[src/design/hex_text_speed_frame_parser_defines.svh]
// Assertion macros shared by the hex text speed frame parser RTL.
`ifndef HEX_TEXT_SPEED_FRAME_PARSER_DEFINES_SVH
`define HEX_TEXT_SPEED_FRAME_PARSER_DEFINES_SVH

// Clocked check, switched off while the synchronous reset is asserted.
`define HFP_ASSERT_CLK(lbl, clk, rstn, prop, msg) \
    lbl: assert property (@(posedge clk) disable iff (!rstn) (prop)) \
        else $error(msg);

// Clocked check that also holds through reset.
`define HFP_ASSERT_ALWAYS(lbl, clk, prop, msg) \
    lbl: assert property (@(posedge clk) (prop)) \
        else $error(msg);

`endif

[src/design/hfp_pkg.sv]
// Package: types, constants and result codes of the hex text speed frame parser.
`default_nettype none

package hfp_pkg;

    localparam int unsigned FRAME_BYTES      = 32;
    localparam int unsigned FRAME_BITS       = FRAME_BYTES * 8;
    localparam int unsigned DIGITS_PER_FRAME = FRAME_BYTES * 2;
    localparam int unsigned DCNT_W           = $clog2(DIGITS_PER_FRAME + 1);
    localparam int unsigned HEADER_BITS      = 64;
    localparam int unsigned CODE_W           = 3;
    localparam int unsigned OUT_DATA_W       = 192;

    localparam logic [CODE_W-1:0] RC_OK         = 3'd0;
    localparam logic [CODE_W-1:0] RC_NON_HEX    = 3'd1;
    localparam logic [CODE_W-1:0] RC_TOO_LONG   = 3'd2;
    localparam logic [CODE_W-1:0] RC_TOO_SHORT  = 3'd3;
    localparam logic [CODE_W-1:0] RC_BAD_HEADER = 3'd4;

    // Classification of one received character.
    typedef struct packed {
        logic       blank;
        logic       hex;
        logic [3:0] nibble;
    } char_class_t;

    // Frame assembler status seen by the result stage.
    typedef struct packed {
        logic              full;
        logic [CODE_W-1:0] err;
    } acc_status_t;

endpackage

`default_nettype wire

[src/design/hfp_char_class.sv]
// Character classifier: whitespace detection and hex digit to nibble conversion.
`default_nettype none

module hfp_char_class
    import hfp_pkg::*;
(
    input  wire logic [7:0]  text_byte,
    output char_class_t      cls
);

    logic [7:0] diff;

    always_comb begin
        diff       = 8'h00;
        cls.blank  = (text_byte == 8'h20) || (text_byte inside {[8'h09:8'h0D]});
        cls.hex    = 1'b1;
        if (text_byte inside {[8'h30:8'h39]}) begin
            diff = text_byte - 8'h30;
        end else if (text_byte inside {[8'h61:8'h66]}) begin
            diff = text_byte - 8'h57;
        end else if (text_byte inside {[8'h41:8'h46]}) begin
            diff = text_byte - 8'h37;
        end else begin
            cls.hex = 1'b0;
        end
        cls.nibble = diff[3:0];
    end

endmodule

`default_nettype wire

[src/design/hfp_frame_acc.sv]
// Frame assembler: digit counter, first-error latch and nibble shift register.
`default_nettype none
`include "hex_text_speed_frame_parser_defines.svh"

module hfp_frame_acc
    import hfp_pkg::*;
(
    input  wire logic                  aclk,
    input  wire logic                  aresetn,
    input  wire logic                  item_take,
    input  wire logic                  end_marker,
    input  wire char_class_t           cls,
    output logic [FRAME_BITS-1:0]      frame,
    output acc_status_t                status
);

    logic [DCNT_W-1:0]     digit_count_reg, digit_count_next;
    logic [CODE_W-1:0]     err_reg, err_next;
    logic [FRAME_BITS-1:0] frame_reg, frame_next;
    logic                  full;

    assign full = (digit_count_reg == DCNT_W'(DIGITS_PER_FRAME));

    always_comb begin
        digit_count_next = digit_count_reg;
        err_next         = err_reg;
        frame_next       = frame_reg;
        if (item_take) begin
            if (end_marker) begin
                digit_count_next = '0;
                err_next         = RC_OK;
            end else if (err_reg == RC_OK && !cls.blank) begin
                if (!cls.hex) begin
                    err_next = RC_NON_HEX;
                end else if (full) begin
                    err_next = RC_TOO_LONG;
                end else begin
                    // shift in the nibble; byte 0 ends up in the top bits
                    frame_next       = {frame_reg[FRAME_BITS-5:0], cls.nibble};
                    digit_count_next = digit_count_reg + DCNT_W'(1);
                end
            end
        end
    end

    always_ff @(posedge aclk) begin
        if (!aresetn) begin
            digit_count_reg <= '0;
            err_reg         <= RC_OK;
        end else begin
            digit_count_reg <= digit_count_next;
            err_reg         <= err_next;
        end
    end

    always_ff @(posedge aclk) begin
        frame_reg <= frame_next;
    end

    assign frame       = frame_reg;
    assign status.full = full;
    assign status.err  = err_reg;

    `HFP_ASSERT_CLK(a_end_clears, aclk, aresetn, (item_take && end_marker) |=> (digit_count_reg == '0 && err_reg == RC_OK), "end marker did not clear the assembler")
    `HFP_ASSERT_CLK(a_err_freezes, aclk, aresetn, (err_reg != RC_OK && !(item_take && end_marker)) |=> $stable(digit_count_reg), "digit count moved after an error")
    `HFP_ASSERT_CLK(a_count_bound, aclk, aresetn, (digit_count_reg <= DCNT_W'(DIGITS_PER_FRAME)), "digit count beyond one frame")

endmodule

`default_nettype wire

[src/design/hfp_result_out.sv]
// Result stage: result code decision, field extraction and output register.
`default_nettype none
`include "hex_text_speed_frame_parser_defines.svh"

module hfp_result_out
    import hfp_pkg::*;
(
    input  wire logic                   aclk,
    input  wire logic                   aresetn,
    input  wire logic                   load,
    input  wire logic [FRAME_BITS-1:0]  frame,
    input  wire acc_status_t            status,
    input  wire logic [HEADER_BITS-1:0] header,
    input  wire logic                   m_tready,
    output logic                        m_tvalid,
    output logic [CODE_W-1:0]           m_tuser,
    output logic [OUT_DATA_W-1:0]       m_tdata
);

    logic                  valid_reg, valid_next;
    logic [CODE_W-1:0]     code_reg, code_next;
    logic [OUT_DATA_W-1:0] data_reg, data_next;

    always_comb begin
        if (status.err != RC_OK) begin
            code_next = status.err;
        end else if (!status.full) begin
            code_next = RC_TOO_SHORT;
        end else if (frame[FRAME_BITS-1 -: HEADER_BITS] != header) begin
            code_next = RC_BAD_HEADER;
        end else begin
            code_next = RC_OK;
        end

        // bytes 8..31 of the frame map in order onto the packed fields
        data_next = '0;
        if (code_next == RC_OK) begin
            data_next[31:0]    = frame[191:160];
            data_next[47:32]   = frame[159:144];
            data_next[63:48]   = frame[143:128];
            data_next[79:64]   = frame[127:112];
            data_next[95:80]   = frame[111:96];
            data_next[111:96]  = frame[95:80];
            data_next[159:112] = frame[79:32];
            data_next[191:160] = frame[31:0];
        end

        valid_next = valid_reg;
        if (load) begin
            valid_next = 1'b1;
        end else if (m_tready) begin
            valid_next = 1'b0;
        end
    end

    always_ff @(posedge aclk) begin
        if (!aresetn) begin
            valid_reg <= 1'b0;
        end else begin
            valid_reg <= valid_next;
        end
    end

    always_ff @(posedge aclk) begin
        if (load) begin
            code_reg <= code_next;
            data_reg <= data_next;
        end
    end

    assign m_tvalid = valid_reg;
    assign m_tuser  = code_reg;
    assign m_tdata  = data_reg;

    `HFP_ASSERT_CLK(a_err_zero, aclk, aresetn, (valid_reg && code_reg != RC_OK) |-> (data_reg == '0), "error result carries data")
    `HFP_ASSERT_CLK(a_load_shows, aclk, aresetn, load |=> valid_reg, "loaded result not presented")
    `HFP_ASSERT_ALWAYS(a_reset_idle, aclk, !aresetn |=> !valid_reg, "result valid straight after reset")

endmodule

`default_nettype wire

[src/design/hex_text_speed_frame_parser.sv]
// Top level of the hex text speed frame parser.
//
// Usage:
//   s_ channel: one text character per transfer in s_tdata[7:0]; s_tlast high
//   marks the end of a payload (s_tdata is then ignored). Blanks are skipped,
//   hex digits of either case are packed into a 32-byte frame, high nibble
//   first. The first error of a payload (non-hex character, 65th digit, short
//   frame, header mismatch) decides the result code.
//   m_ channel: exactly one transfer per end marker. m_tuser holds the result
//   code; m_tdata holds the decoded fields, all zero for an error result.
//   cfg_wr_en / cfg_wr_data: writes the expected 64-bit header; write only
//   while the block is idle.
// Timing: one character is taken in every cycle while s_tready is high. An end
//   marker's result is in the output register in the cycle after its transfer.
// Stall: while a result waits on m_tready, s_tready stays low; it rises again
//   in the cycle the result is taken, so a ready sink sees no gap.
// Reset: synchronous active-low aresetn clears the digit count, error latch,
//   header register and output valid. Frame storage is not cleared.
`default_nettype none

module hex_text_speed_frame_parser
    import hfp_pkg::*;
(
    input  wire logic                   aclk,
    input  wire logic                   aresetn,
    // configuration
    input  wire logic                   cfg_wr_en,
    input  wire logic [HEADER_BITS-1:0] cfg_wr_data,    // expected_header
    // character input
    input  wire logic                   s_tvalid,
    output logic                        s_tready,
    input  wire logic [7:0]             s_tdata,        // [7:0] text_byte
    input  wire logic                   s_tlast,        // end_marker
    // result output
    output logic                        m_tvalid,
    input  wire logic                   m_tready,
    // [31:0] timestamp_seconds, [47:32] axle_speed_one, [63:48] axle_speed_two,
    // [79:64] axle_speed_three, [95:80] axle_speed_four, [111:96] ref_speed,
    // [159:112] status_bits, [191:160] frame_check_word
    output logic [OUT_DATA_W-1:0]       m_tdata,
    output logic [CODE_W-1:0]           m_tuser         // [2:0] result_code
);

    logic [HEADER_BITS-1:0] header_reg;
    logic                   item_take;
    logic                   end_take;
    char_class_t            cls;
    logic [FRAME_BITS-1:0]  frame;
    acc_status_t            status;

    // Holds expected header; user must write it only when idle, not enforced.
    always_ff @(posedge aclk) begin
        if (!aresetn) begin
            header_reg <= '0;
        end else if (cfg_wr_en) begin
            header_reg <= cfg_wr_data;
        end
    end

    // Accept whenever the output register is empty or being drained this cycle.
    assign s_tready  = !m_tvalid || m_tready;
    assign item_take = s_tvalid && s_tready;
    assign end_take  = item_take && s_tlast;

    hfp_char_class u_class (
        .text_byte (s_tdata),
        .cls       (cls)
    );

    hfp_frame_acc u_acc (
        .aclk       (aclk),
        .aresetn    (aresetn),
        .item_take  (item_take),
        .end_marker (s_tlast),
        .cls        (cls),
        .frame      (frame),
        .status     (status)
    );

    hfp_result_out u_out (
        .aclk     (aclk),
        .aresetn  (aresetn),
        .load     (end_take),
        .frame    (frame),
        .status   (status),
        .header   (header_reg),
        .m_tready (m_tready),
        .m_tvalid (m_tvalid),
        .m_tuser  (m_tuser),
        .m_tdata  (m_tdata)
    );

endmodule

`default_nettype wire
[config.mk]
export PLATFORM = sky130hd
export DESIGN_NAME = hex_text_speed_frame_parser
export DESIGN_NICKNAME = d
export VERILOG_FILES = /design/src/design/hfp_pkg.sv /design/src/design/hfp_char_class.sv /design/src/design/hfp_frame_acc.sv /design/src/design/hfp_result_out.sv /design/src/design/hex_text_speed_frame_parser.sv
export VERILOG_INCLUDE_DIRS = /design/src /design/src/design
export SDC_FILE = /design/constraint.sdc
export NUM_CORES = 1
export LEC_CHECK = 0
export BUFFER_PORTS_ARGS = -buffer_cell sky130_fd_sc_hd__buf_2
export CAP_MARGIN = 15
export CELL_PAD_IN_SITES_DETAIL_PLACEMENT = 0
export CELL_PAD_IN_SITES_GLOBAL_PLACEMENT = 1
export CORE_AREA = 2 2 300 154
export DETAILED_ROUTE_END_ITERATION = 8
export DIE_AREA = 0 0 302 156
export GPL_ROUTABILITY_DRIVEN = 0
export PLACE_DENSITY_LB_ADDON = 0.3
export SLEW_MARGIN = 20
export SYNTH_ARGS = -nofsm -noshare
export SYNTH_HDL_FRONTEND = slang
export SYNTH_SLANG_ARGS = --single-unit
[constraint.sdc]
create_clock -name aclk -period 10.5 [get_ports aclk]
set_input_delay 0.525 -clock aclk [delete_from_list [all_inputs] [get_ports aclk]]
set_output_delay 0.525 -clock aclk [all_outputs]
set_load 0.01 [all_outputs]
==> results.ini <==
[final_layout]
multi_input_gate_area_mm2=0.004110
filler_cell_count=3733
layout-drive-gt1-share_pct=33.35
largest_register_ff_count=256
area.growth.synth_to_final_pct=16.17
mostFrequentLayoutCells=sky130_fd_sc_hd__edfxtp_1 (451), sky130_fd_sc_hd__buf_2 (273), sky130_fd_sc_hd__inv_1 (200)
ff_latch_area_mm2=0.01502
finalInstanceArea_mm2=0.02353
final_common_cell=sky130_fd_sc_hd__edfxtp_1
nNetsFinal=1644
antenna_cells_inserted=0

[clock_network]
cts-hold-fix-buffers=0
cts.repair_timing.setup_buffer_count=0
htreeDepth=2
post_cts_resize_count=0
cts.path.max_buffers=3
cts_sink_count=525
clock_insertion_delay_worst_skew_ns=0.56
total_cts_buffers=47
root_buffer=sky130_fd_sc_hd__clkbuf_16
tritoncts=built
clk_pin_slew_worst_paths_ns=0.07

[route]
routed_wl_mm=42.10
dr.first_iter.drc_count=751
antenna_left=0
wire_per_inst_um=19.23
num_vias=10600
vias_per_cell=4.838
detailedRoute.firstPassIterationCount=5
drc_errors=0

[yosys]
synthesis.instances=1285
ys_ff_latch=525
synth_enable_flop_cells=451
post_synth_main_area_contributors=sky130_fd_sc_hd__edfxtp_1 (67%), sky130_fd_sc_hd__nor3_2 (8.4%), sky130_fd_sc_hd__dfxtp_1 (7.3%)
synth_sequential_area_ratio_pct=74.18
syn_avg_cell_area_um2=15.76
synthDominantAreaCellType=sky130_fd_sc_hd__edfxtp_1
synthesized_nets=1370
netlist_area_mm2=0.02025
ys.flop_type=sky130_fd_sc_hd__edfxtp_1
synth_warnings=0
synth-async-reset-ratio_pct=0
synth_cell_type_count=51
post_synth_top_area_share_pct=66.87

[timing]
period_minus_slack_ns=3.696
totalNegativeSetupSlack_ns=0
worst_slew_margin_rel_pct=24.78
achievable-frequency_mhz=270.5
worst_case_clock_skew_ns=0.02186
unrepaired_setup_endpoints_after_global_routing=false
final_min_period_over_clock_period_pct=35.20
report.final.slew_viol_count=0
worst_slew_pin_slew_ns=1.128
finalHoldViolations=0
setup_viol_count_final=0

[critical_path]
setup.worst_path.end_class=flop
crit_path_cell_trace=xnor2_1, nand4_1, nor4_1, nand4_1, buf_12, buf_4, nor2b_1
worstPathMaxFanout=135
timing.critical_path.slowest_cell_delay_ns=0.62
critical_path_arrival_ns=3.97
r2r_setup_slack_ns=6.80
critical-path-slowest-cell=sky130_fd_sc_hd__buf_4
crit_required_ns=10.77
critPathMostFrequentCell=sky130_fd_sc_hd__nand4_1
startpoint_type=flop
critical_path_start_end_classification=flop to flop

[hold_path]
holdCritPathClass=input port to flop

[floorplan]
floorplan.io_pins=275
die_height_um=156
die-area_mm2=0.04711
dieWidth_um=302
core-area_mm2=0.04452
initial_utilization_pct=45.49
placement_rows=55

[grt]
gr-total-overflow=0
wire_length_of_the_first_global_routing_pass_mm=63.02
antenna_found_initial=0
grt_pass1_vias=10190
grt_start_max_net_pins=139
track_usage_pct=17.87

[power_and_ir_drop]
clock_share_of_power_pct=39.4
power.sequential.fraction_pct=56.5
worst_ir_drop_on_vdd_mv=0.09793
power.density_mw_per_mm2=175.3
pwr-share-comb_pct=4.1
netSwitchingPower_mw=0.8764
swShare_pct=21.25
power.internal_mw=3.247
leakagePower_nw=8.186

[placed_design]
postPlaceCellArea_mm2=0.02212
port_buffers=274
dp_hpwl_mm=27.46

[status]
outcome=finished clean

[flow_run]
max_cap_viol_count=0

-- path summary, 6_finish.rpt --
check,cells past startpoint,to,from
setup / recovery,7,u_out.m_tuser[2]$_DFFE_PP_,u_acc.frame[255]$_DFFE_PP_
hold / removal,3,header_reg[24]$_SDFFE_PN0P_,cfg_wr_data[24]
setup reg to reg,7,u_out.m_tuser[2]$_DFFE_PP_,u_acc.frame[255]$_DFFE_PP_
hold reg to reg,0,u_acc.frame[7]$_DFFE_PP_,u_acc.frame[3]$_DFFE_PP_
-- power by group through the flow --
stage	Sequential, mW	Clock, mW	Combinational [mW]
after floorplan	2.39	0	0.0709
after global placement	2.37	0	0.169
after detailed placement	2.37	0	0.171
after CTS	2.33	1.67	0.172
after global routing	2.33	1.76	0.185
final	2.33	1.62	0.170
-- Yosys cell counts, types with 7 or more instances --
| library cell | number |
|---|---|
| sky130_fd_sc_hd__clkbuf_1 | 21 |
| sky130_fd_sc_hd__nor2_1 | 73 |
| sky130_fd_sc_hd__nor3_1 | 25 |
| sky130_fd_sc_hd__nand4_1 | 20 |
| sky130_fd_sc_hd__mux2i_1 | 64 |
| sky130_fd_sc_hd__and3_1 | 10 |
| sky130_fd_sc_hd__nand2_1 | 15 |
| sky130_fd_sc_hd__nor3_2 | 170 |
| sky130_fd_sc_hd__edfxtp_1 | 451 |
| sky130_fd_sc_hd__ha_1 | 7 |
| sky130_fd_sc_hd__dfxtp_1 | 74 |
| sky130_fd_sc_hd__xnor2_1 | 64 |
| sky130_fd_sc_hd__buf_6 | 19 |
| sky130_fd_sc_hd__inv_1 | 201 |
| sky130_fd_sc_hd__buf_2 | 15 |
| sky130_fd_sc_hd__o21ai_0 | 7 |
-- per-stage QoR --
stage	power, mW	setup WS, ns	hold slack [ns]	instances	utilization [%]
floorplan	2.465	2.274	0.4264	1285	-
global placement	2.543	6.458	0.4315	2108	49.67
detailed placement	2.546	6.303	0.4318	2108	49.67
CTS	4.173	6.871	0.1762	2190	52.84
global route	4.275	6.624	0.1950	2190	52.84
finish	4.123	6.804	0.2054	2190	52.84
-- final cells by class --
type | instances | area share, %
multi-input combinational | 500 | 17.47
sequential | 525 | 63.86
clock inverter | 26 | 0.8190
clock buffer | 56 | 5.185
tap | 598 | 3.180
inverter | 202 | 3.255
timing repair buffer | 283 | 6.233
-- layer usage --
layer | track usage (%) | wire (µm) | share of wire [%] | up-vias
li1 | - | - | - | 5057
met1 | 28.35 | 20880 | 50 | 5236
met2 | 24.57 | 17710 | 42 | 248
met3 | 4.678 | 2890 | 6.9 | 55
met4 | 3.253 | 626 | 1.5 | 0
met5 | 0 | 0 | 0 | -
-- critical path: cells and delay by family, from the launching register on --
| kind | cells | cell delay [ns] |
|---|---|---|
| simple gates | 4 | 1.24 |
| flops | 1 | 0.39 |
| buf+inv | 2 | 0.91 |
| xor+xnor | 1 | 0.57 |
-- cells by family after synthesis --
logic type / share of synthesized area, %
adder cells (fa/ha/maj): 0.4324
AO/OA/AOI/OAI: 1.606
AND/OR/NAND/NOR: 12.23
flip-flops: 74.18
XOR/XNOR: 2.768
buffers and inverters: 5.616
multiplexers: 3.163
(Power assumes the default switching activity.)
